===== src/sv/bosi_fifo.sv =====
// ----------------------------------------------------------------------------
// Small synchronous queue
// Register-based first-in first-out queue with a type parameter; used for
// the command queue and the result queue.
// ----------------------------------------------------------------------------
`timescale 1ns / 1ps

module bosi_fifo #(
  parameter type         T     = logic,
  parameter int unsigned DEPTH = 2
) (
  input  logic clk_i,
  input  logic rst_ni,
  input  logic push_i,
  input  T     data_i,
  output logic full_o,
  input  logic pop_i,
  output T     data_o,
  output logic empty_o
);

  localparam int unsigned PtrW = (DEPTH > 1) ? $clog2(DEPTH) : 1;
  localparam int unsigned CntW = $clog2(DEPTH + 1);

  T                entries_q [DEPTH];
  logic [PtrW-1:0] wr_ptr_q, wr_ptr_d;
  logic [PtrW-1:0] rd_ptr_q, rd_ptr_d;
  logic [CntW-1:0] count_q, count_d;
  logic            do_push, do_pop;

  assign full_o  = (count_q == CntW'(DEPTH));
  assign empty_o = (count_q == '0);
  assign do_push = push_i && !full_o;
  assign do_pop  = pop_i && !empty_o;
  assign data_o  = entries_q[rd_ptr_q];

  // Pointer and fill count update.
  always_comb begin
    wr_ptr_d = wr_ptr_q;
    rd_ptr_d = rd_ptr_q;
    count_d  = count_q;
    if (do_push) begin
      wr_ptr_d = (wr_ptr_q == PtrW'(DEPTH - 1)) ? '0 : wr_ptr_q + PtrW'(1);
    end
    if (do_pop) begin
      rd_ptr_d = (rd_ptr_q == PtrW'(DEPTH - 1)) ? '0 : rd_ptr_q + PtrW'(1);
    end
    if (do_push && !do_pop) begin
      count_d = count_q + CntW'(1);
    end else if (do_pop && !do_push) begin
      count_d = count_q - CntW'(1);
    end
  end

  always_ff @(posedge clk_i or negedge rst_ni) begin
    if (!rst_ni) begin
      wr_ptr_q <= '0;
      rd_ptr_q <= '0;
      count_q  <= '0;
    end else begin
      wr_ptr_q <= wr_ptr_d;
      rd_ptr_q <= rd_ptr_d;
      count_q  <= count_d;
    end
  end

  // Entry storage.
  always_ff @(posedge clk_i) begin
    if (do_push) begin
      entries_q[wr_ptr_q] <= data_i;
    end
  end

endmodule


===== config.mk =====
export PLATFORM = sky130hd
export DESIGN_NAME = bosi_fifo
export DESIGN_NICKNAME = d
export VERILOG_FILES = /design/src/sv/bosi_fifo.sv
export SDC_FILE = /design/constraint.sdc
export NUM_CORES = 1
export LEC_CHECK = 0
export BUFFER_PORTS_ARGS = -buffer_cell sky130_fd_sc_hd__buf_2
export CELL_PAD_IN_SITES_DETAIL_PLACEMENT = 1
export CELL_PAD_IN_SITES_GLOBAL_PLACEMENT = 2
export CORE_AREA = 3 3 40 42
export DETAILED_ROUTE_END_ITERATION = 10
export DIE_AREA = 0 0 43 45
export PLACE_DENSITY_LB_ADDON = 0.1
export SETUP_SLACK_MARGIN = 0.05
export SLEW_MARGIN = 20
export SYNTH_ARGS = -nofsm -noshare
export SYNTH_HDL_FRONTEND = slang
export SYNTH_SLANG_ARGS = --single-unit

===== constraint.sdc =====
create_clock -name clk_i -period 1.4 [get_ports clk_i]
set_clock_uncertainty 0.1 [all_clocks]
set_input_delay 0.07 -clock clk_i [delete_from_list [all_inputs] [get_ports clk_i]]
set_output_delay 0.07 -clock clk_i [all_outputs]
set_load 0.03 [all_outputs]

Word-level counts from Yosys, hierarchy flattened

Memories as Yosys holds them, arrays and structs flattened.
Index checks and enable logic that the tools add are counted.

$add $sub $neg: 4
Equal/unequal tests: 1
Multiplexer cells: 6
Reduce and logical (&&, ||, !) cells: 10

Operators with widths:

| operator                                         | number |
|---|---|
| logical AND 1 bit                                | 4 |
| zero test 1 bit                                  | 4 |
| two-way mux 1 bit                                | 4 |
| two-way mux 2 bit                                | 2 |
| adder 1 bit, second input constant               | 2 |
| adder 2 x 1 -> 2 bit, second input constant      | 1 |
| equality test 2 bit, second input constant       | 1 |
| zero test 2 bit                                  | 1 |
| nonzero test 2 bit                               | 1 |
| subtractor 2 x 1 -> 2 bit, second input constant | 1 |

Flip-flop bits (word level): 4
RAM bits: 2
Input bits: 5
Output and inout port bits: 3
Logic and storage cells: 25
Memories kept: 1

Memories:

| name      | depth | width | rd ports | clocked after Yosys merged registers in | wr ports | line | source |
|---|---|---|---|---|---|---|---|
| entries_q | 2     | 1     | 1        | 0                                       | 1        | 25   | `T entries_q [DEPTH];` |

Depth between registers and ports, before layout

Depth after elaboration: 7
Gate-level depth with buffers: 7
Gate-level depth less buffers: 7

Worst setup path before layout

No wires, ideal clock.

Path kind: flip-flop to flip-flop
Start: register count_q[0]
End: register count_q[1]
Setup time: 0.079 ns
Arrival: 1.282 ns
Required time: 1.221 ns
Setup slack: -0.061 ns
Cell stages (with the launch flop): 7
Path buffers: 0
Path through: dfrtp_1 nand2b_1 nand2_1 inv_1 ha_1 nor2_1 xor2_1

Cells in the longest elaborated chain, start to end: 6
Elaborated cells on any way between the ends: 15
Classes of those cells: add/sub: 2; eq/ne: 1; mux: 2; reduce/logical: 10

RTL lines:

| what                                                                     | line   | source |
|---|---|---|
| start, declared                                                          | 28     | `logic [CntW-1:0] count_q, count_d;` |
| start signal, assigned                                                   | 63     | `count_q <= count_d;` |
| equality test 2 bit / zero test 2 bit (equally long branches)            | 31, 32 |  |
| zero test 1 bit, on equally long branches                                | 33, 34 |  |
| logical AND 1 bit, on equally long branches                              | 33, 34 |  |
| zero test 1 bit, on equally long branches                                | 50, 48 |  |
| logical AND 1 bit, on equally long branches                              | 50, 48 |  |
| nonzero test 2 bit (no line) / two-way mux 2 bit (equally long branches) | --     |  |

Parallel ways exist; a longest one is shown, timed or not. The select of a mux whose other input is x is not followed.
A chain may end at the register's enable or synchronous reset.

Worst setup path in the final report

Same ends and word-level chain as after synthesis.

==> impl_metrics.json <==
{
  "synth_cells": 22,
  "startpoint": "count_q[0]",
  "pin_count": 8,
  "vias": 213,
  "drtIter0Drc": 2,
  "rrSetupSlack_ns": 0.005,
  "ff2ff_path_depth": 7,
  "clkSinkCount": 6,
  "worstPathRequired_ns": 1.46,
  "cts-root-buf": "clkbuf_4",
  "relSlewSlack": 0.8632,
  "synthArstFlopShare": 0.6667,
  "clock_path_buffers": 2,
  "synth.distinct_cells": 12,
  "syn-num-nets": 28,
  "yosys_warnings": 0,
  "critical_path_class": "flop to flop",
  "final-hold-violation-count": 0,
  "r2r_end": "count_q[1]",
  "yosysTopAreaCellShare": 0.3738,
  "dpl.hpwl_um": 464.7,
  "cts_made_buffers": 3,
  "grt_pass1_vias": 235,
  "grt_usage": 0.06957,
  "syn2layout_area_growth_pct": 69.16,
  "grt_max_degree": 5,
  "insertion_delay_ns": 0.24,
  "cap_viol_max_count": 0,
  "swShare": 0.3734,
  "p_switching_w": 0.0003998,
  "fillers": 155,
  "cp-end-kind": "flop",
  "max_freq_ghz": 0.7170,
  "grt_pass1_wl_um": 959,
  "seq_area_um2": 160.2,
  "coreArea_mm2": 0.001285,
  "grt_overflow": 0,
  "drv_slew": 0,
  "multi_input_area_um2": 133.9,
  "p_leak_nw": 0.2159,
  "nets": 48,
  "die_y_um": 45,
  "ant_nets": 0,
  "startpoint_type": "flop",
  "seqPwrFrac": 0.310,
  "dieWidth_um": 43,
  "synth-edff-count": 2,
  "post-route-util": 0.3525,
  "setup_ws_ns": 0.005231,
  "finalSetupTns_ns": 0,
  "n_antenna_cell": 0,
  "status": "complete, no violations",
  "vias_per_cell": 3.804,
  "final.min_clock_period_ns": 1.395,
  "preCtsSetupSlack_ns": -0.03348,
  "synth_area_leaders": "dfrtp_1 (37%), edfxtp_1 (22%), xnor2_1 (9.8%)",
  "drive_gt1_frac": 0.5610,
  "synth_area_per_cell_um2": 12.17,
  "cts_max_level": 1,
  "min_path_type": "input port to async pin",
  "yosysMostFrequentCell": "dfrtp_1",
  "io_buffers": 7,
  "syn_area_um2": 267.8,
  "finalSetupViolations": 0,
  "gp_congestion": 0.6622,
  "cp_max_fo": 3,
  "peakVddDrop_mv": 0.7515,
  "ys_seq_area_frac": 0.5981,
  "cp-endpoint": "count_q[1]",
  "rsz0062_at_grt": "true",
  "ys_seq_elements": 6,
  "power.internal_w": 0.0006707,
  "tritoncts": "done",
  "fp.dieArea_mm2": 0.001935,
  "routed_wl_um": 571,
  "first_pass_iters": 3,
  "drc": 0,
  "p_clk_frac": 0.157,
  "cp_data_arrival_time_ns": 1.45,
  "antenna_found_initial": 0,
  "synthFlopType": "dfrtp_1",
  "combPwrFrac": 0.533,
  "ys_top_cells_by_count": "dfrtp_1 (4), nor2_1 (3), xnor2_1 (3)",
  "initial_utilization": 0.2084,
  "post_drt_wl_per_cell_um": 10.20,
  "pwr_density_cell_mw_per_mm2": 2363,
  "fin_crit_sh": 0.9963,
  "timing.rr.start": "count_q[0]",
  "clk_pin_slew_worst_paths_ns": 0.05,
  "yosysTopAreaCell": "dfrtp_1",
  "std_cell_rows": 13,
  "tightestPinTransition_ns": 0.2052
}
kinds of logic after synthesis:
| logic type | count (synthesis) | share of synthesized area |
|---|---|---|
| DFF | 6 | 0.5982 |
| AOI/OAI and AO/OA | 1 | 0.01867 |
| and+or+nand+nor | 6 | 0.1028 |
| muxes | 1 | 0.04205 |
| xor gates and xnor gates | 5 | 0.1636 |
| adders and majority gates | 1 | 0.04672 |
| buffers and inverters | 2 | 0.02805 |
registers in the layout, summed over array words and instances, names as in the netlist:
name       count
count_q        2
entries_q      2
rd_ptr_q       1
wr_ptr_q       1
stage by stage:
step	cell area (µm²)	power (W)	hold WS, ns	std cells
5_1_grt	452.9	0.001159	0.06249	56
2_1_floorplan	285.3	0.0006509	-0.3256	22
6_report	452.9	0.001070	0.06315	56
3_3_place_gp	361.6	0.0007880	-0.2160	47
4_1_cts	436.7	0.001050	0.06140	55
3_5_place_dp	361.6	0.0008114	-0.2191	47
layout by cell type, fill, tap and decap left out, drive strengths merged:
cell type and n:
nand2 1, xor2 2, clkbuf 4, ha 1
mux2 1, nor2 3, inv 2, and3 1
nand2b 1, dlygate4sd3 2, buf 13, edfxtp 2
xnor2 3, o21ai 1, dfrtp 4
power groups by stage:
| stage | Sequential, W | Clock, W | Combinational, W |
|---|---|---|---|
| 3_3_place_gp | 0.000320 | 0 | 0.000468 |
| 3_5_place_dp | 0.000327 | 0 | 0.000484 |
| 2_1_floorplan | 0.000328 | 0 | 0.000322 |
| 5_1_grt | 0.000342 | 0.000192 | 0.000626 |
| 4_1_cts | 0.000330 | 0.000173 | 0.000546 |
| 6_report | 0.000332 | 0.000168 | 0.000570 |
per-layer routing:
metal / track usage / part of all wire
met5: 0 / 0
met1: 0.08108 / 0.39
met4: 0.07229 / 0.028
met2: 0.09880 / 0.50
met3: 0.01992 / 0.081
final cells by class:
type,instances,share of cell area
inverter,2,0.01657
timing repair buffer,15,0.2348
tap,15,0.04144
multi-input combinational,14,0.2956
sequential,6,0.3536
clock buffer,4,0.05801
worst max-delay path, cell delays in order, from the launching register on:
cell      delay, ns
dfrtp_1        0.40
nand2b_4       0.17
nand2_4        0.06
inv_2          0.04
ha_4           0.15
xor2_1         0.13
nor2_1         0.12
xor2_1         0.15
timing repair:
action / CTS / global route
gates resized for setup: 2 / 4
hold buffers: 2 / 0
hold endpoints to repair: 6 / 0
setup buffers: 2 / 1
pin swaps: 4 / 3
setup endpoints to repair: 1 / 2
how the worst min path moves through the flow:
| stage | endpoint | slack [ns] | cells past startpoint |
|---|---|---|---|
| after floorplan | count_q[0] | -0.33 | 0 |
| after global placement | count_q[1] | -0.22 | 1 |
| after detailed placement | rd_ptr_q | -0.22 | 1 |
| after CTS | count_q[0] | 0.06 | 2 |
| after global routing | count_q[0] | 0.06 | 2 |
| final | count_q[0] | 0.06 | 2 |
(Power assumes the default switching activity.)
