`config.mk`:
```
export PLATFORM = sky130hd
export DESIGN_NAME = bosi_back
export DESIGN_NICKNAME = d
export VERILOG_FILES = /design/src/sv/bosi_pkg.sv /design/src/sv/bosi_back.sv
export SDC_FILE = /design/constraint.sdc
export NUM_CORES = 2
export LEC_CHECK = 0
export ABC_AREA = 1
export BUFFER_PORTS_ARGS = -buffer_cell sky130_fd_sc_hd__buf_2
export CAP_MARGIN = 20
export CORE_MARGIN = 2
export CORE_UTILIZATION = 45
export CTS_BUF_LIST = sky130_fd_sc_hd__clkbuf_8 sky130_fd_sc_hd__clkbuf_16
export DETAILED_ROUTE_END_ITERATION = 7
export GPL_TIMING_DRIVEN = 0
export HOLD_SLACK_MARGIN = 0.12
export PLACE_DENSITY = 0.73
export SYNTH_ARGS = -nofsm -noshare
export SYNTH_HDL_FRONTEND = slang
export SYNTH_SLANG_ARGS = --single-unit
export TNS_END_PERCENT = 30
```
`constraint.sdc`:
```
create_clock -name clk_i -period 7.9 [get_ports clk_i]
set_clock_uncertainty 0.15 [all_clocks]
set_input_delay 1.58 -clock clk_i [delete_from_list [all_inputs] [get_ports clk_i]]
set_output_delay 1.58 -clock clk_i [all_outputs]
set_load 0.02 [all_outputs]
```
`src/sv/bosi_pkg.sv`:
```
// ----------------------------------------------------------------------------
// Bind opcode stream interpreter: shared types and constants
// Holds the item types of both queue ports, the command passed from the
// byte parser to the record executor, and the register indexes.
// ----------------------------------------------------------------------------
`timescale 1ns / 1ps

package bosi_pkg;

  // Configuration register indexes and width of the write port.
  localparam int unsigned CFG_DATA_W  = 4;
  localparam int unsigned CFG_INDEX_W = 1;
  localparam logic [CFG_INDEX_W-1:0] REG_POINTER_SIZE = 1'd0;
  localparam logic [CFG_INDEX_W-1:0] REG_STOP_AT_DONE = 1'd1;

  // Reset values of the configuration registers.
  localparam logic [CFG_DATA_W-1:0] POINTER_SIZE_RESET = 4'd8;
  localparam logic                  STOP_AT_DONE_RESET = 1'b1;

  // Default depths of the command queue and the result queue.
  localparam int unsigned CMD_FIFO_DEPTH = 2;
  localparam int unsigned RES_FIFO_DEPTH = 2;

  // Kind of a result item.
  typedef enum logic [1:0] {
    KIND_BIND      = 2'd0,
    KIND_FINISHED  = 2'd1,
    KIND_UNKNOWN   = 2'd2,
    KIND_TRUNCATED = 2'd3
  } kind_e;

  // Record operation carried by one command.
  typedef enum logic [3:0] {
    ACT_NONE    = 4'd0,
    ACT_CLEAR   = 4'd1,
    ACT_ORD     = 4'd2,
    ACT_FLAGS   = 4'd3,
    ACT_TYPE    = 4'd4,
    ACT_SEG     = 4'd5,
    ACT_ADDEND  = 4'd6,
    ACT_SET_OFF = 4'd7,
    ACT_ADD_OFF = 4'd8,
    ACT_BIND    = 4'd9,
    ACT_REPEAT  = 4'd10
  } act_e;

  // One stream byte with its framing marks.
  typedef struct packed {
    logic [7:0] stream_byte;
    logic       first_byte;
    logic       last_byte;
  } in_item_t;

  // One result item.
  typedef struct packed {
    kind_e              result_kind;
    logic        [31:0] record_start;
    logic        [3:0]  segment_index;
    logic        [63:0] segment_offset;
    logic        [3:0]  bind_type;
    logic        [3:0]  symbol_flags;
    logic signed [31:0] library_ordinal;
    logic        [31:0] symbol_position;
    logic signed [63:0] addend;
    logic        [63:0] repeat_count;
    logic        [63:0] run_stride;
  } out_item_t;

  // Command from the parser to the executor. The record is cleared first
  // when first is set, then the operation is applied, then a status result
  // follows when emit_status is set.
  typedef struct packed {
    logic        first;
    act_e        act;
    logic        emit_status;
    kind_e       kind;
    logic [3:0]  imm;
    logic [31:0] pos;
    logic [63:0] val_a;
    logic [63:0] val_b;
  } cmd_t;

endpackage

```
`src/sv/bosi_back.sv`:
```
// ----------------------------------------------------------------------------
// Bind record executor
// Holds the current bind record, applies parser commands to it and builds
// result items; a repeat run multiplies count by stride in a sequence of steps.
// ----------------------------------------------------------------------------
`timescale 1ns / 1ps

module bosi_back
  import bosi_pkg::*;
(
  input  logic      clk_i,
  input  logic      rst_ni,
  input  logic      cmd_empty_i,
  input  cmd_t      cmd_i,
  output logic      cmd_pop_o,
  output logic      res_push_o,
  output out_item_t res_o,
  input  logic      res_full_i
);

  // Steps of the count times stride product; LL, LH and HL each form one 32x32 product.
  localparam logic [2:0] STEP_IDLE = 3'd0;
  localparam logic [2:0] STEP_LL   = 3'd1;
  localparam logic [2:0] STEP_LH   = 3'd2;
  localparam logic [2:0] STEP_HL   = 3'd3;
  localparam logic [2:0] STEP_SUM  = 3'd4;
  localparam logic [2:0] STEP_ADD  = 3'd5;

  typedef struct packed {
    logic [31:0] start;
    logic [3:0]  segment;
    logic [63:0] offset;
    logic [3:0]  btype;
    logic [3:0]  flags;
    logic [31:0] ordinal;
    logic [31:0] sym_pos;
    logic [63:0] addend;
  } rec_t;

  rec_t        rec_q, rec_d, rec_c, rec_e;
  logic [2:0]  step_q, step_d;
  logic [63:0] count_q, stride_q;
  logic [63:0] prod_q, prod_d, sum_q, sum_d;
  logic [31:0] mul_a, mul_b;
  logic [63:0] off_sum;
  logic        need_emit, is_bind, is_repeat;

  assign is_bind   = (cmd_i.act == ACT_BIND);
  assign is_repeat = (cmd_i.act == ACT_REPEAT);
  assign need_emit = is_bind || is_repeat || cmd_i.emit_status;
  assign cmd_pop_o = !cmd_empty_i && (step_q == STEP_IDLE) && !(need_emit && res_full_i);
  assign res_push_o = cmd_pop_o && need_emit;

  // Record as seen by the command: cleared on a new stream, then updated.
  always_comb begin
    rec_c = rec_q;
    if (cmd_i.first) begin
      rec_c = '0;
    end
    off_sum = rec_c.offset + cmd_i.val_a;
    rec_e   = rec_c;
    case (cmd_i.act)
      ACT_CLEAR: begin
        rec_e       = '0;
        rec_e.start = cmd_i.pos;
      end
      ACT_ORD:     rec_e.ordinal = cmd_i.val_a[31:0];
      ACT_FLAGS: begin
        rec_e.flags   = cmd_i.imm;
        rec_e.sym_pos = cmd_i.pos;
      end
      ACT_TYPE:    rec_e.btype   = cmd_i.imm;
      ACT_SEG:     rec_e.segment = cmd_i.imm;
      ACT_ADDEND:  rec_e.addend  = cmd_i.val_a;
      ACT_SET_OFF: rec_e.offset  = cmd_i.val_a;
      ACT_ADD_OFF: rec_e.offset  = off_sum;
      default: ;
    endcase
  end

  // Result item built from the record before any run advance.
  always_comb begin
    res_o                 = '0;
    res_o.result_kind     = cmd_i.emit_status ? cmd_i.kind : KIND_BIND;
    res_o.record_start    = rec_e.start;
    res_o.segment_index   = rec_e.segment;
    res_o.segment_offset  = rec_e.offset;
    res_o.bind_type       = rec_e.btype;
    res_o.symbol_flags    = rec_e.flags;
    res_o.library_ordinal = $signed(rec_e.ordinal);
    res_o.symbol_position = rec_e.sym_pos;
    res_o.addend          = $signed(rec_e.addend);
    if (is_bind) begin
      res_o.repeat_count = 64'd1;
    end else if (is_repeat) begin
      res_o.repeat_count = cmd_i.val_a;
      res_o.run_stride   = cmd_i.val_b;
    end
  end

  // Shared multiplier: low 64 bits of count times stride from three products.
  assign mul_a  = (step_q == STEP_HL) ? count_q[63:32] : count_q[31:0];
  assign mul_b  = (step_q == STEP_LH) ? stride_q[63:32] : stride_q[31:0];

  always_comb begin
    rec_d  = rec_q;
    step_d = step_q;
    prod_d = prod_q;
    sum_d  = sum_q;
    case (step_q)
      STEP_IDLE: begin
        if (cmd_pop_o) begin
          rec_d = rec_e;
          if (is_bind) begin
            rec_d.offset = off_sum;
          end
          if (is_repeat) begin
            step_d = STEP_LL;
          end
        end
      end
      STEP_LL: begin
        prod_d = {32'd0, mul_a} * {32'd0, mul_b};
        step_d = STEP_LH;
      end
      STEP_LH: begin
        sum_d  = prod_q;
        prod_d = {32'd0, mul_a} * {32'd0, mul_b};
        step_d = STEP_HL;
      end
      STEP_HL: begin
        sum_d  = sum_q + {prod_q[31:0], 32'd0};
        prod_d = {32'd0, mul_a} * {32'd0, mul_b};
        step_d = STEP_SUM;
      end
      STEP_SUM: begin
        sum_d  = sum_q + {prod_q[31:0], 32'd0};
        step_d = STEP_ADD;
      end
      STEP_ADD: begin
        rec_d.offset = rec_q.offset + sum_q;
        step_d       = STEP_IDLE;
      end
      default: begin
        step_d = STEP_IDLE;
      end
    endcase
  end

  // Record and sequencer state.
  always_ff @(posedge clk_i or negedge rst_ni) begin
    if (!rst_ni) begin
      rec_q  <= '0;
      step_q <= STEP_IDLE;
    end else begin
      rec_q  <= rec_d;
      step_q <= step_d;
    end
  end

  // Run operands and product pipeline registers.
  always_ff @(posedge clk_i) begin
    if (cmd_pop_o && is_repeat) begin
      count_q  <= cmd_i.val_a;
      stride_q <= cmd_i.val_b;
    end
    prod_q <= prod_d;
    sum_q  <= sum_d;
  end

  // No command is taken while a run product is in progress.
  assert property (@(posedge clk_i) disable iff (!rst_ni)
    (step_q != STEP_IDLE) |-> !cmd_pop_o)
    else $error("command taken during run product");

  // Results only go into a result queue with room.
  assert property (@(posedge clk_i) disable iff (!rst_ni)
    res_push_o |-> !res_full_i)
    else $error("result pushed into a full queue");

  // A run product ends with the offset update and returns to idle.
  assert property (@(posedge clk_i) disable iff (!rst_ni)
    (step_q == STEP_ADD) |=> (step_q == STEP_IDLE))
    else $error("run product sequence broken");

endmodule

```
Word level (Yosys, flattened, before mapping)

Index checks and enable logic that the tools add are counted.

Output and inout port bits: 368
Bits in writable memories: 0
Bits in registers: 495
Logic and storage cells: 73
Latch bits: 0
Memories: 0
ROM bits: 0

Reductions and logical operators: 17
Bitwise gates (word level): 0
Muxes and demuxes: 22
Equality and inequality tests: 17
Add/subtract/negate cells: 3
Divide/modulo/power cells: 0
Shift operators: 0
Magnitude comparators: 0
Multiply operators: 1

Operators by type and width:

| operator                                             | count |
|---|---|
| one-hot mux 64 bit (2 select lines)                  | 3 |
| two-way mux 236 bit                                  | 1 |
| two-way mux 200 bit                                  | 1 |
| adder 64 bit                                         | 3 |
| two-way mux 64 bit                                   | 3 |
| one-hot mux 64 bit (3 select lines)                  | 1 |
| two-way mux 128 bit                                  | 1 |
| one-hot mux 32 bit (2 select lines)                  | 2 |
| two-way mux 32 bit                                   | 3 |
| multiplier 32 x 32 -> 64 bit                         | 1 |
| one-hot mux 4 bit (2 select lines)                   | 3 |
| equality test 4 x 3 -> 1 bit (second input constant) | 4 |
| one-hot mux 3 bit (5 select lines)                   | 1 |
| equality test 4 bit (second input constant)          | 3 |
| equality test 4 x 2 -> 1 bit (second input constant) | 2 |
| equality test 3 x 2 -> 1 bit (second input constant) | 2 |
| equality test 3 bit (second input constant)          | 2 |
| two-way mux 3 bit                                    | 2 |
| AND reduction 2 bit                                  | 3 |
| logical AND 1 bit                                    | 5 |
| equality test 4 x 1 -> 1 bit (second input constant) | 1 |
| != test 2 bit (second input constant)                | 2 |
| nonzero test 2 bit                                   | 2 |
| equality test 3 x 1 -> 1 bit (second input constant) | 1 |
| 6 further kinds                                      | 8 |

Depth between registers and ports, before layout

Depth in word-level cells: 8
Depth in mapped cells: 39
Depth with buffers taken out: 36

Worst setup path after synthesis

OpenSTA, ideal clock, no wires.

Kind: input to register
Start point: input cmd_i[169] (netlist name)
End point: register count_q[0] (enable)
Setup slack: -623 ps
Stages on the path: 10
Data arrival time: 7755 ps
Required time: 7132 ps
Cell sequence: inv_1 -> nand2_1 -> nor2_4 -> nor2_1 -> nand2_1 -> nand2_1 -> nand3_1 -> nor2_4 -> inv_2 -> nor2_1

Word-level cells in the longest chain between the ends: 7
Elaborated cells on any way between the ends: 8
Classes of those cells: eq/ne: 2; reduce/logical: 6

Ends and longest elaborated chain:

| item                                          | RTL line                         | RTL |
|---|---|---|
| start, declared                               | bosi_back.sv:14                  | `input cmd_t cmd_i,` |
| equality test 4 bit, on equally long branches | bosi_back.sv:48, bosi_back.sv:49 |  |
| logical OR 1 bit (2 in a row)                 | bosi_back.sv:50                  | `assign need_emit = is_bind \|\| is_repeat \|\| cmd_i.emit_status;` |
| logical AND 1 bit                             | bosi_back.sv:51                  | `assign cmd_pop_o = !cmd_empty_i && (step_q == STEP_IDLE) && !(need_emit && res_full_i);` |
| zero test 1 bit                               | bosi_back.sv:51                  |  |
| logical AND 1 bit                             | bosi_back.sv:51                  |  |
| logical AND 1 bit *                           | bosi_back.sv:163                 | `if (cmd_pop_o && is_repeat) begin` |
| end signal, assigned                          | bosi_back.sv:164                 | `count_q <= cmd_i.val_a;` |
| end, declared                                 | bosi_back.sv:42                  | `logic [63:0] count_q, stride_q;` |

Every way passes the cells marked *; elsewhere a longest branch is shown, timed or not.
A chain may end at the register's enable or synchronous reset.

Worst setup path in the final report

Start point: register step_q[0]
End point: register prod_q[55], data pin

Word-level cells in the longest chain between the ends: 3
Elaborated cells on any way between the ends: 5
Classes of those cells: mul: 1; eq/ne: 2; mux: 2

Ends and longest elaborated chain:

| item                                                   | RTL line                                             | RTL |
|---|---|---|
| start, declared                                        | bosi_back.sv:41                                      | `logic [2:0] step_q, step_d;` |
| start signal, assigned                                 | bosi_back.sv:157                                     | `step_q <= step_d;` |
| equality test 3 x 2 -> 1 bit, on equally long branches | bosi_back.sv:102, bosi_back.sv:110, bosi_back.sv:103 |  |
| two-way mux 32 bit, on equally long branches           | bosi_back.sv:102, bosi_back.sv:103                   |  |
| multiplier 32 x 32 -> 64 bit *                         | bosi_back.sv:123, bosi_back.sv:128, bosi_back.sv:133 |  |
| end signal, assigned                                   | bosi_back.sv:167                                     | `prod_q <= prod_d;` |
| end, declared                                          | bosi_back.sv:43                                      | `logic [63:0] prod_q, prod_d, sum_q, sum_d;` |

Marked as above.

==> results.py <==
metrics = {
    "critical_path": {
        "r2r_cells": 32,
        "cp.required_ns": 8.18,
        "crit_arrival_ns": 9.03,
        "max_stage_delay_ns": 0.79,
        "path_common_cell": "fa_1",
        "crit_path_start_kind": "register",
        "path_class": "register to register",
        "reg2reg_slack_ns": -0.85,
        "r2r-start": "step_q[0]",
        "critPathCaptureType": "register",
        "cpMaxStageDelayCell": "fa_2",
        "path_max_fanout": 10,
        "reg2reg_to": "prod_q[55]",
    },
    "drt": {
        "post_drt_wl_per_cell_microns": 29.35,
        "num_vias": 68930,
        "drc": 11,
        "vias_per_cell": 5.683,
        "dr.pass1.iters": 8,
        "ant_nets": 0,
        "drt_iter0_markers": 7248,
        "routed_wirelength_mm": 355.9,
    },
    "yosys": {
        "synth_area_sq_mm": 0.06874,
        "synth_top_family_by_area": "adder cells",
        "synthSimpleGateAreaFrac_pct": 21.69,
        "synth-xor-area-share_pct": 1.758,
        "synthArstFlopShare_pct": 48.28,
        "synth-main-ff-cell": "edfxtp_1",
        "synth_cell_type_count": 57,
        "synth_cells": 9198,
        "synth_compound_area_share_pct": 9.621,
        "syn_nets": 10690,
        "synth_commonest_cells": "nand2_1 (2071), inv_1 (2011), nor2_1 (1237)",
        "synth_edf_count": 256,
        "synth_top_cell_area_share_pct": 26.18,
        "synth_mux_area_share_pct": 0,
        "yosys.area_share.adder_pct": 33.83,
        "ys_ff_latch": 495,
        "yosys_warnings": 0,
        "synth_area_leaders": "fa_1 (26%), nand2_1 (11%), edfxtp_1 (11%)",
        "synth_area_per_cell_sq_um": 7.474,
        "yosys.area.top_type": "fa_1",
        "synth.yosys.seq_area_share_pct": 19.88,
        "yosysMostFrequentCell": "nand2_1",
    },
    "timing": {
        "min_period_ns": 8.751,
        "setup_viol": 45,
        "fin_setup_tns_ns": -21.52,
        "clock.fmax_mhz": 114.3,
        "drv_slew": 0,
        "worstMarginPinSlew_ns": 1.168,
        "rsz0062_at_grt": "true",
        "finalWorstSetupSlack_ns": -0.8506,
        "relSlewSlack_pct": 22.13,
        "hold_viol": 0,
        "finalCritPeriodShare_pct": 110.8,
    },
    "min_path": {
        "hold_class": "register to register",
        "hold_path_end": "rec_q[205]",
        "min-delay-start": "rec_q[205]",
        "hold_path_depth": 2,
    },
    "grt": {
        "grt_start_max_net_pins": 122,
        "antenna_found_initial": 34,
        "grt_usage_pct": 45.01,
        "overflow": 0,
        "grt_pass1_wl_mm": 494.1,
        "grt_pass1_vias": 68750,
    },
    "clock_tree": {
        "clock_path_buffers": 3,
        "clk_latency_ns": 0.73,
        "clkSinkCount": 495,
        "ctsHoldBuffers": 0,
        "cts_tree": "done",
        "numCtsBuffers": 57,
        "cts_root_buffer": "clkbuf_16",
        "cts_htree_levels": 2,
        "path_clk_slew_ns": 0.07,
    },
    "final_layout": {
        "syn_to_final_growth_pct": 18.43,
        "nets": 11520,
        "drive_above_1_share_pct": 14.48,
        "nFillCells": 14850,
    },
    "die": {
        "dieArea_sq_mm": 0.1559,
        "core-area_sq_mm": 0.1519,
        "start_util_pct": 45.25,
        "rows": 143,
        "die_w_microns": 394.8,
        "die_y_microns": 394.8,
        "ios": 544,
    },
    "placement": {
        "dpl.hpwl_mm": 296.8,
        "gp_congestion": 1.079,
        "portBuffers": 543,
    },
    "outcome": {
        "outcome": "finished, violations left",
        "violations": "design-rule violations, negative setup slack",
    },
    "flow_run": {
        "cap_violations": 0,
    },
}
==> cells in the final DEF (no fill, tap or decap), drive strengths merged, types with 256 or more instances in the layout <==
master  synthesis  final
fa            899    899
nand3         295    295
edfxtp        256    256
a21oi         269    269
buf           118    907
ha            420    420
clkbuf        217    257
nor2         1242   1242
nand2        2073   2073
o21ai         503    503
inv          2039   2037
==> cell type report <==
class / count / area (sq um) / area share [%]
timing repair inverter: 2 / 11.26 / 0.01383
clock buffer: 60 / 1479 / 1.817
antenna: 22 / 55.05 / 0.06762
inverter: 2051 / 7879 / 9.678
tap: 2030 / 2540 / 3.120
sequential: 495 / 13670 / 16.79
buffer: 333 / 2587 / 3.178
clock inverter: 47 / 427.9 / 0.5256
multi-input combinational: 6317 / 47480 / 58.33
timing repair buffer: 772 / 5276 / 6.481
==> sequential cells by signal, summed over array words and instances (netlist names) <==
| register | flops |
|---|---|
| prod_q | 64 |
| stride_q | 64 |
| count_q | 64 |
| rec_q | 236 |
| sum_q | 64 |
| step_q | 3 |
==> layer usage <==
layer  routed length, microns  vias up  global-route usage, %
li1                         -    29820                      -
met1                   121600    33810                  49.77
met2                   161600     4004                  72.63
met3                    32120     1290                  9.835
met4                    40630       10                  40.89
met5                       56        -                      0
==> how the worst max path moves through the flow <==
stage                     depth (start not counted)    endpoint       from  slack, ns
after floorplan                                  32  prod_q[62]  step_q[2]      -0.22
after global placement                           29  prod_q[55]  step_q[2]      -4.15
after detailed placement                         31  prod_q[55]  step_q[1]      -2.96
after CTS                                        33  prod_q[53]  step_q[0]      -0.58
after global routing                             36  prod_q[62]  step_q[0]      -1.02
final                                            32  prod_q[55]  step_q[0]      -0.85
==> worst max-delay path: cells and delay by family (launching register included) <==
kind | cells | cell delay [ns]
fa+ha+maj | 9 | 4.78
buf+inv | 11 | 1.36
flops | 1 | 0.38
compound gates | 2 | 0.33
simple gates | 10 | 1.44
==> metrics by stage <==
step           hold slack, ns  utilization, %  cell area [sq um]  setup slack, ns  std cells
2_1_floorplan          0.2925               -              68740          -0.2186       9198
3_3_place_gp           0.3042           48.72              74000           -4.151      11770
3_5_place_dp           0.3087           49.18              74710           -2.961      11810
4_1_cts                0.3234           52.84              80260          -0.5789      12050
5_1_grt                0.3395           53.58              81390           -1.019      12120
6_report               0.3226           53.59              81410          -0.8506      12130
==> logic make-up after synthesis <==
group	after synthesis
buffers and inverters	2386
DFF	495
AOI/OAI and AO/OA	1097
xor gates and xnor gates	138
and+or+nand+nor	3763
adders and majority gates	1319
==> repair_timing <==
| action | in CTS | in global routing |
|---|---|---|
| pin swaps | 81 | 74 |
| cloned | 5 | 2 |
| gates resized for setup | 617 | 207 |
| endpoints found under the setup margin | 85 | 51 |
| setup buffers | 130 | 54 |
Power is not shown: default switching activity piles up to over one toggle a cycle in this logic, so the estimate is an artifact.
